$ cat config.mk
export PLATFORM = sky130hd
export DESIGN_NAME = mmu_ctrl
export DESIGN_NICKNAME = d
export VERILOG_FILES = /design/src/sv/mmu_pkg.sv /design/src/sv/mmu_ctrl.sv
export SDC_FILE = /design/constraint.sdc
export NUM_CORES = 1
export LEC_CHECK = 0
export ABC_CLOCK_PERIOD_IN_PS = 4000
export BUFFER_PORTS_ARGS = -buffer_cell sky130_fd_sc_hd__buf_4
export CORE_MARGIN = 10
export CORE_UTILIZATION = 30
export DETAILED_ROUTE_END_ITERATION = 8
export PLACE_DENSITY = 0.54
export SLEW_MARGIN = 10
export SYNTH_ARGS = -nofsm -noshare
export SYNTH_HDL_FRONTEND = slang
export SYNTH_SLANG_ARGS = --single-unit
export TNS_END_PERCENT = 50
$ cat constraint.sdc
create_clock -name clock -period 4 [get_ports clock]
set_input_delay 0.4 -clock clock [delete_from_list [all_inputs] [get_ports clock]]
set_output_delay 0.4 -clock clock [all_outputs]
set_load 0.05 [all_outputs]
$ cat src/sv/mmu_pkg.sv
// Shared types and constants for the matrix multiply unit.
// No dependencies; every other file in this block imports it.
package mmu_pkg;

   // element and result widths
   localparam int ELEM_W = 16;
   localparam int PROD_W = 32;
   localparam int ACC_W  = 36;
   localparam int IDX_W  = 4;
   localparam int DIM_W  = 5;
   localparam int CSR_W  = 2;

   // configuration register indexes
   localparam logic [CSR_W-1:0] CSR_ROWS_A    = 2'd0;
   localparam logic [CSR_W-1:0] CSR_INNER_DIM = 2'd1;
   localparam logic [CSR_W-1:0] CSR_COLS_B    = 2'd2;

   // request function codes
   localparam logic FUNC_LOAD_B   = 1'b0;
   localparam logic FUNC_STREAM_A = 1'b1;

   typedef struct packed {
      logic                     func;
      logic signed [ELEM_W-1:0] element;
   } mmu_req_type;

   typedef struct packed {
      logic [IDX_W-1:0]        row_index;
      logic [IDX_W-1:0]        col_index;
      logic signed [ACC_W-1:0] product_value;
      logic                    last_of_row;
      logic                    last_of_matrix;
   } mmu_rsp_type;

   // controller to datapath commands
   typedef struct packed {
      logic clear;      // zero all accumulators
      logic b_write;    // store request element into B memory
      logic a_load;     // capture request element as current A value
      logic issue;      // read B at address, run one lane through the MAC
      logic emit;       // this A element closes its row
      logic lane_last;  // lane is the last column of B
      logic mat_last;   // row is the last row of A
   } mmu_cmd_type;

endpackage

$ cat src/sv/mmu_ctrl.sv
// Controller for the matrix multiply unit: configuration registers,
// position counters and the lane-issue state machine. Depends on mmu_pkg.
module mmu_ctrl #(
   parameter int MAX_DIM = 16,
   parameter int AW      = 8,
   parameter int LW      = 4
) (
   input  logic                        clock,
   input  logic                        reset,
   input  logic                        start,
   output logic                        busy,
   input  logic                        req_func,
   input  logic                        csr_we,
   input  logic [mmu_pkg::CSR_W-1:0]   csr_index,
   input  logic [mmu_pkg::DIM_W-1:0]   csr_wdata,
   output mmu_pkg::mmu_cmd_type        cmd,
   output logic [AW-1:0]               addr,
   output logic [LW-1:0]               lane,
   output logic [mmu_pkg::IDX_W-1:0]   row_index
);
   import mmu_pkg::*;

   localparam int CW = (LW > DIM_W) ? LW : DIM_W;
   localparam int TW = (AW > 2 * DIM_W) ? AW : 2 * DIM_W;
   localparam int SW = AW + DIM_W;

   typedef enum logic {
      ST_IDLE,
      ST_MAC
   } state_type;

   state_type         state_ff, state_in;
   logic [DIM_W-1:0]  rows_ff, rows_in;
   logic [DIM_W-1:0]  inner_ff, inner_in;
   logic [DIM_W-1:0]  cols_ff, cols_in;
   logic [LW-1:0]     lane_ff, lane_in;
   logic [LW-1:0]     col_pos_ff, col_pos_in;
   logic [LW-1:0]     row_pos_ff, row_pos_in;
   logic [AW-1:0]     col_base_ff, col_base_in;
   logic [AW-1:0]     b_pos_ff, b_pos_in;
   logic              emit_ff, emit_in;
   logic              mat_last_ff, mat_last_in;

   logic                accept;
   logic                restart;
   logic                lane_last;
   logic [2*DIM_W-1:0]  total;
   logic [DIM_W-1:0]    dim_clamped;

   // map a written dimension into 1..MAX_DIM
   function automatic logic [DIM_W-1:0] clamp_dim(input logic [DIM_W-1:0] v);
      logic [DIM_W-1:0] r;
      if (v == '0) begin
         r = DIM_W'(1);
      end else if (int'(v) > MAX_DIM) begin
         r = DIM_W'(MAX_DIM);
      end else begin
         r = v;
      end
      return r;
   endfunction

   assign accept      = start && (state_ff == ST_IDLE);
   assign restart     = csr_we && (csr_index == CSR_ROWS_A || csr_index == CSR_INNER_DIM
                                   || csr_index == CSR_COLS_B);
   assign total       = (2*DIM_W)'(inner_ff) * (2*DIM_W)'(cols_ff);
   assign lane_last   = CW'(lane_ff) == CW'(cols_ff) - CW'(1);
   assign dim_clamped = clamp_dim(csr_wdata);
   assign busy        = (state_ff != ST_IDLE);

   // drive commands to the datapath
   always_comb begin
      cmd.clear     = restart;
      cmd.b_write   = accept && (req_func == FUNC_LOAD_B);
      cmd.a_load    = accept && (req_func == FUNC_STREAM_A);
      cmd.issue     = (state_ff == ST_MAC);
      cmd.emit      = emit_ff;
      cmd.lane_last = lane_last;
      cmd.mat_last  = mat_last_ff;
      addr          = (state_ff == ST_MAC) ? AW'(SW'(col_base_ff) + SW'(lane_ff)) : b_pos_ff;
      lane          = lane_ff;
      row_index     = IDX_W'(row_pos_ff);
   end

   // next-state logic
   always_comb begin
      state_in    = state_ff;
      rows_in     = rows_ff;
      inner_in    = inner_ff;
      cols_in     = cols_ff;
      lane_in     = lane_ff;
      col_pos_in  = col_pos_ff;
      row_pos_in  = row_pos_ff;
      col_base_in = col_base_ff;
      b_pos_in    = b_pos_ff;
      emit_in     = emit_ff;
      mat_last_in = mat_last_ff;

      case (state_ff)
         ST_IDLE: begin
            if (accept && req_func == FUNC_LOAD_B) begin
               // advance B load position, wrap at inner_dim*cols_b
               if (TW'(b_pos_ff) == TW'(total) - TW'(1)) begin
                  b_pos_in = '0;
               end else begin
                  b_pos_in = b_pos_ff + AW'(1);
               end
            end else if (accept) begin
               state_in    = ST_MAC;
               lane_in     = '0;
               emit_in     = CW'(col_pos_ff) == CW'(inner_ff) - CW'(1);
               mat_last_in = CW'(row_pos_ff) == CW'(rows_ff) - CW'(1);
            end
         end
         ST_MAC: begin
            lane_in = lane_ff + LW'(1);
            if (lane_last) begin
               state_in = ST_IDLE;
               if (emit_ff) begin
                  col_pos_in  = '0;
                  col_base_in = '0;
                  row_pos_in  = mat_last_ff ? '0 : row_pos_ff + LW'(1);
               end else begin
                  col_pos_in  = col_pos_ff + LW'(1);
                  col_base_in = AW'(SW'(col_base_ff) + SW'(cols_ff));
               end
            end
         end
         default: begin
            state_in = ST_IDLE;
         end
      endcase

      // register write: update dimension and restart positions
      if (restart) begin
         case (csr_index)
            CSR_ROWS_A:    rows_in  = dim_clamped;
            CSR_INNER_DIM: inner_in = dim_clamped;
            CSR_COLS_B:    cols_in  = dim_clamped;
            default:       rows_in  = rows_ff;
         endcase
         col_pos_in  = '0;
         row_pos_in  = '0;
         col_base_in = '0;
         b_pos_in    = '0;
      end
   end

   // hold state and registered outputs
   always_ff @(posedge clock) begin
      if (reset) begin
         state_ff    <= ST_IDLE;
         rows_ff     <= DIM_W'(1);
         inner_ff    <= DIM_W'(1);
         cols_ff     <= DIM_W'(1);
         lane_ff     <= '0;
         col_pos_ff  <= '0;
         row_pos_ff  <= '0;
         col_base_ff <= '0;
         b_pos_ff    <= '0;
         emit_ff     <= 1'b0;
         mat_last_ff <= 1'b0;
      end else begin
         state_ff    <= state_in;
         rows_ff     <= rows_in;
         inner_ff    <= inner_in;
         cols_ff     <= cols_in;
         lane_ff     <= lane_in;
         col_pos_ff  <= col_pos_in;
         row_pos_ff  <= row_pos_in;
         col_base_ff <= col_base_in;
         b_pos_ff    <= b_pos_in;
         emit_ff     <= emit_in;
         mat_last_ff <= mat_last_in;
      end
   end

endmodule

# ---- After elaboration in Yosys (flattened, before gate mapping)
# Cells that the tools add are included.
dict set report word_totals {
  reg_bits 46
  out_inout_bits 24
  elab_cells 65
}
dict set report op_classes {
  add_sub_neg 10
  multipliers 1
  n_lt_le_gt_ge 1
  eq_ne 8
  muxes 14
  bitwise 3
  reduce_logical 17
}
# op count
set ops {}
lappend ops {{8-bit 2-to-1 mux} 3}
lappend ops {{4-bit 2-to-1 mux} 4}
lappend ops {{4-bit by 5-bit equality test with 1-bit output} 3}
lappend ops {{5-bit by 1-bit subtractor with 5-bit output, second input constant} 3}
lappend ops {{4-bit by 1-bit adder with 4-bit output, second input constant} 3}
lappend ops {{2-bit AND reduction} 6}
lappend ops {{8-bit by 10-bit equality test with 1-bit output} 1}
lappend ops {{5-bit by 5-bit multiplier with 10-bit output} 1}
lappend ops {{5-bit 2-to-1 mux} 2}
lappend ops {{10-bit by 1-bit subtractor with 10-bit output, second input constant} 1}
lappend ops {{8-bit by 1-bit adder with 8-bit output, second input constant} 1}
lappend ops {{8-bit by 4-bit adder with 8-bit output} 1}
lappend ops {{8-bit by 5-bit adder with 8-bit output} 1}
lappend ops {{4-bit case mux with 2 select lines} 1}
lappend ops {{3-bit AND reduction} 2}
lappend ops {{5-bit > comparator, second input constant} 1}
lappend ops {{5-bit logical NOT} 1}
lappend ops {{1-bit logical AND} 4}
lappend ops {{2-bit inequality test, second input constant} 2}
lappend ops {{1-bit 2-to-1 mux} 3}
lappend ops {{1-bit NOT} 3}
lappend ops {{2-bit by 1-bit equality test with 1-bit output, second input constant} 1}
lappend ops {{2-bit equality test, second input constant} 1}
lappend ops {{2-bit logical NOT} 1}
lappend ops {{3 further kinds} 4}

# ---- Logic depth before layout (Yosys ltp)
dict set report depth {
  word_depth 5
  mapped_depth 15
}

# ---- Worst setup path after synthesis
# Ideal clock, no wire load.
dict set report synth_timing {
  kind {flip-flop to flip-flop}
  from {reg inner_ff[2]}
  to {reg b_pos_ff[3]}
  setup_time_ns 0.132
  arrival_ns 3.751
  t_required_ns 3.868
  setup_slack_ns 0.117
  path_stages_with_launch 14
  n_path_buf 1
  synth_period_minus_slack_ns 3.883
  path_cell_list {dfxtp_1 > clkbuf_1 > nand2_1 > fa_1 > fa_1 > fa_1 > inv_1 > ha_1 > a21o_1 > a21oi_1 > mux2i_1 > mux2i_1 > nor4_4 > nor3_1}
}
dict set report synth_via {
  elab_chain_len 4
}
# element line
set synth_lines {}
lappend synth_lines {{start: declaration} mmu_ctrl.sv:34} ;# logic [DIM_W-1:0] inner_ff, inner_in;
lappend synth_lines {{start signal: assignment} mmu_ctrl.sv:166} ;# inner_ff <= inner_in;
lappend synth_lines {{5-bit by 5-bit multiplier with 10-bit output} mmu_ctrl.sv:66} ;# assign total = (2*DIM_W)'(inner_ff) * (2*DIM_W)'(cols_ff);
lappend synth_lines {{10-bit by 1-bit subtractor with 10-bit output} mmu_ctrl.sv:103} ;# if (TW'(b_pos_ff) == TW'(total) - TW'(1)) begin
lappend synth_lines {{8-bit by 10-bit equality test with 1-bit output} mmu_ctrl.sv:103}
lappend synth_lines {{8-bit 2-to-1 mux} mmu_ctrl.sv:103}
lappend synth_lines {{end signal: assignment} mmu_ctrl.sv:172} ;# b_pos_ff <= b_pos_in;
lappend synth_lines {{end: declaration} mmu_ctrl.sv:40} ;# logic [AW-1:0] b_pos_ff, b_pos_in;
# Every way passes these cells.
# A chain may end at the register's enable or synchronous reset.

# ---- Final worst setup path
dict set report layout_timing {
  from {reg inner_ff[2]}
  to {reg b_pos_ff[2]}
}
# The elaborated chain is that of the path after synthesis.

==> metrics.cfg <==
[critical_path]
setup.worst_path.start_class = flip-flop
worst_ep_required_time_ps = 4160
critPathCaptureType = flip-flop
critical_path.max_stage_delay_ps = 560
timing.critical_path.arrival_ps = 3970
path_cells = nand2_1 > fa_1 > fa_1 > fa_1 > inv_1 > ha_1 > a21o_1 > a21oi_2 > mux2i_1 > mux2i_2 > nor4_4 > nor3_1
largest_fanout_on_the_critical_path = 6
cpMaxStageDelayCell = sky130_fd_sc_hd__fa_1
crit_top_cell = sky130_fd_sc_hd__fa_1
path_class = reg -> reg

[global_routing]
grt_antenna_before_repair = 0
grt_first_pass_wirelength_um = 15400
globalRouteTotalUtil_pct = 10.5
via_count_of_the_first_global_routing_pass = 3175
globalRouteOverflowTotal = 0
largest_net_degree_at_the_start_of_global_routing = 26

[cts]
h-tree-depth = 2
hold_buffers = 0
cts_root_buf = sky130_fd_sc_hd__clkbuf_16
clk_pin_slew_worst_paths_ps = 70
cts-buffers-inserted = 5
clock_sinks = 46
maximum_buffer_depth_of_the_clock_tree = 2
clock_tree_from_tritoncts = done
clk_latency_ps = 290

[logic_synthesis]
post_synthesis_sequential_area_ratio_pct = 24.3
synth-edff-count = 0
synth.distinct_cells = 56
synth_top_flop_cell = sky130_fd_sc_hd__dfxtp_1
yosys_warnings = 0
async_reset_ff_share_pct = 0
post_synth_instance_area_um2 = 3790
syn_area_per_cell_um2 = 8.36
synthCells = 454
synth.ff_latch_count = 46
postSynthNetCount = 515

[placement]
place.detailed.hpwl_um = 7260
post-place-cells = 650
port_buffers = 35
post_placement_setup_slack_ps = -18.7
place.gp.congestion = 0.825

[floorplan]
initial_core_util_pct = 30.3
ioPinCount = 36
placementRows = 41
floorplan.core_area_um2 = 12500
floorplan.die.height_um = 132
die_width_um = 132
floorplan.die_area_um2 = 17500

[final_layout]
layoutNonFillerInstCount = 659
area.growth.synth_to_final_pct = 17.3
regArea_um2 = 942
layout.nets = 547
multi_input_gate_area_in_the_final_layout_um2 = 2660
post_route_cells_drive_above_1_share_pct = 16.6
antenna-diode-count = 0
nFillCells = 1335
layout.core_utilization_pct = 35.6

[timing]
achievable_clock_frequency_mhz = 262
fin_skew_ps = 5.44
hold_ws_ps = 417
timing.final.crit_share_pct = 95.3
setup_slack_ps = 188
slew_margin_rel_pct = 39.0
setup-violations-final = 0
finalHoldViolCount = 0
finalMaxSlewViolations = 0
layout_min_cycle_time_ps = 3810
tightest_slew_ps = 913

[power]
p_per_area_nw_per_um2 = 285
comb_power_share_pct = 24.3
leakagePower_uw = 0.00184
peakVddDrop_v = 0.000148
clockPowerShare_pct = 37.8
p_sw_share_pct = 30.3
p_seq_share_pct = 37.9
power_report.internal_total_uw = 886
power_uw = 1270
switchingPower_uw = 384

[hold_path]
hp-class = in -> reg

[flow_run]
max-cap-violations = 0

[route]
drcViolationCount = 0
detailroute.via_count = 3180
route.final.wire_length_um = 9140
drt_pre_antenna_iters = 5
routed_wire_length_per_instance_um = 13.9
routed_via_density = 4.83
detail_route.iter0.violations = 156
drtAntennaViolNets = 0

[status]
result_of_the_run = completed

==> registers in the layout, summed over array words and instances, names as in the netlist <==
signal / count
b_pos_ff: 8
busy: 1
col_base_ff: 8
col_pos_ff: 4
cols_ff: 5
emit_ff: 1
inner_ff: 5
lane: 4
mat_last_ff: 1
row_index: 4
rows_ff: 5
==> layout by cell type, fill, tap and decap left out, types with 4 or more instances in the layout <==
cell	instances
sky130_fd_sc_hd__dfxtp_4	4
sky130_fd_sc_hd__ha_1	35
sky130_fd_sc_hd__nand3_1	12
sky130_fd_sc_hd__nor2_1	46
sky130_fd_sc_hd__nand2_1	39
sky130_fd_sc_hd__dfxtp_1	37
sky130_fd_sc_hd__a21o_1	7
sky130_fd_sc_hd__nor3b_1	7
sky130_fd_sc_hd__nand4_1	5
sky130_fd_sc_hd__inv_1	30
sky130_fd_sc_hd__xor2_1	15
sky130_fd_sc_hd__nand3b_1	4
sky130_fd_sc_hd__mux2i_1	12
sky130_fd_sc_hd__dfxtp_2	5
sky130_fd_sc_hd__a21oi_1	34
sky130_fd_sc_hd__nor2b_1	6
sky130_fd_sc_hd__and2_1	5
sky130_fd_sc_hd__o21ai_0	12
sky130_fd_sc_hd__buf_4	48
sky130_fd_sc_hd__nand2b_1	5
sky130_fd_sc_hd__nor3_1	20
sky130_fd_sc_hd__or2_2	4
sky130_fd_sc_hd__clkbuf_16	5
sky130_fd_sc_hd__fa_1	14
sky130_fd_sc_hd__xnor2_1	27
==> per-stage QoR <==
| stage | cell area (um2) | TNS (ps) |
|---|---|---|
| after floorplan | 3790 | 0 |
| after global placement | 4240 | 0 |
| after detailed placement | 4240 | -46.8 |
| after CTS | 4410 | 0 |
| after global routing | 4450 | -85.9 |
| final | 4450 | 0 |
==> cell usage after synthesis, types with 6 or more instances <==
library cell               count  area [um2]
sky130_fd_sc_hd__inv_1        30         113
sky130_fd_sc_hd__a21oi_1      35         175
sky130_fd_sc_hd__nand3_1      12        60.1
sky130_fd_sc_hd__clkbuf_1     10        37.5
sky130_fd_sc_hd__xor2_1       15         131
sky130_fd_sc_hd__ha_1         35         438
sky130_fd_sc_hd__dfxtp_1      46         921
sky130_fd_sc_hd__a21o_1        7        52.6
sky130_fd_sc_hd__nor3b_1       7        52.6
sky130_fd_sc_hd__nor3_1       20         100
sky130_fd_sc_hd__buf_4         7        52.6
sky130_fd_sc_hd__nand2_1      39         146
sky130_fd_sc_hd__mux2i_1      13         130
sky130_fd_sc_hd__nor2b_1       6        37.5
sky130_fd_sc_hd__fa_1         14         280
sky130_fd_sc_hd__nor2_1       46         173
sky130_fd_sc_hd__o21ai_0      12        60.1
sky130_fd_sc_hd__xnor2_1      27         236
==> power groups by stage <==
stage	registers (uW)	logic [uW]	clock network (uW)
final	481	308	481
after global routing	483	339	512
after detailed placement	494	296	0
after global placement	493	293	0
after CTS	483	298	489
after floorplan	492	231	0
==> final cells by class <==
cell class	count	area share [%]
clock buffers	6	2.89
inverters	30	2.53
clock inverters	2	0.843
repair buffers	48	8.09
multi-input cells	355	59.7
flip-flops and latches	46	21.2
well taps	172	4.83
==> layer usage <==
layer / vias to the layer above / GRT usage, % / routed length [um]
met2: 56 / 16.8 / 4140
li1: 1622 / - / -
met4: 0 / 2.20 / 59
met5: - / 0 / 0
met1: 1497 / 13.5 / 4490
met3: 5 / 3.56 / 456
==> worst max-delay path: cells and delay by family (launching register included) <==
| family | cells | cell delay, ps |
|---|---|---|
| AND/OR/NAND/NOR | 3 | 610 |
| multiplexers | 2 | 400 |
| flip-flops | 1 | 380 |
| adder cells (fa/ha/maj) | 4 | 1880 |
| buffers and inverters | 1 | 40 |
| AO/OA/AOI/OAI | 2 | 360 |
==> cells by family after synthesis <==
kind of cell | after synthesis | share of synthesized area (%)
AOI/OAI and AO/OA | 80 | 13.7
DFF | 46 | 24.3
buffers and inverters | 53 | 6.26
adders and majority gates | 49 | 18.9
muxes | 16 | 4.32
xor gates and xnor gates | 43 | 10.1
and+or+nand+nor | 167 | 22.4
==> final timing paths <==
check / start / depth (start not counted) / to / slack (ps)
worst min register to register: cols_ff[0] / 1 / cols_ff[0] / 520
worst min-delay path: csr_wdata[4] / 3 / rows_ff[4] / 420
worst max register to register: inner_ff[2] / 12 / b_pos_ff[2] / 190
worst max-delay path: inner_ff[2] / 12 / b_pos_ff[2] / 190
==> what timing repair did <==
item,in CTS,in global routing
setup buffers,0,1
endpoints found under the setup margin,2,7
pin swaps,0,4
gates resized for setup,1,15
(Power assumes the default switching activity.)
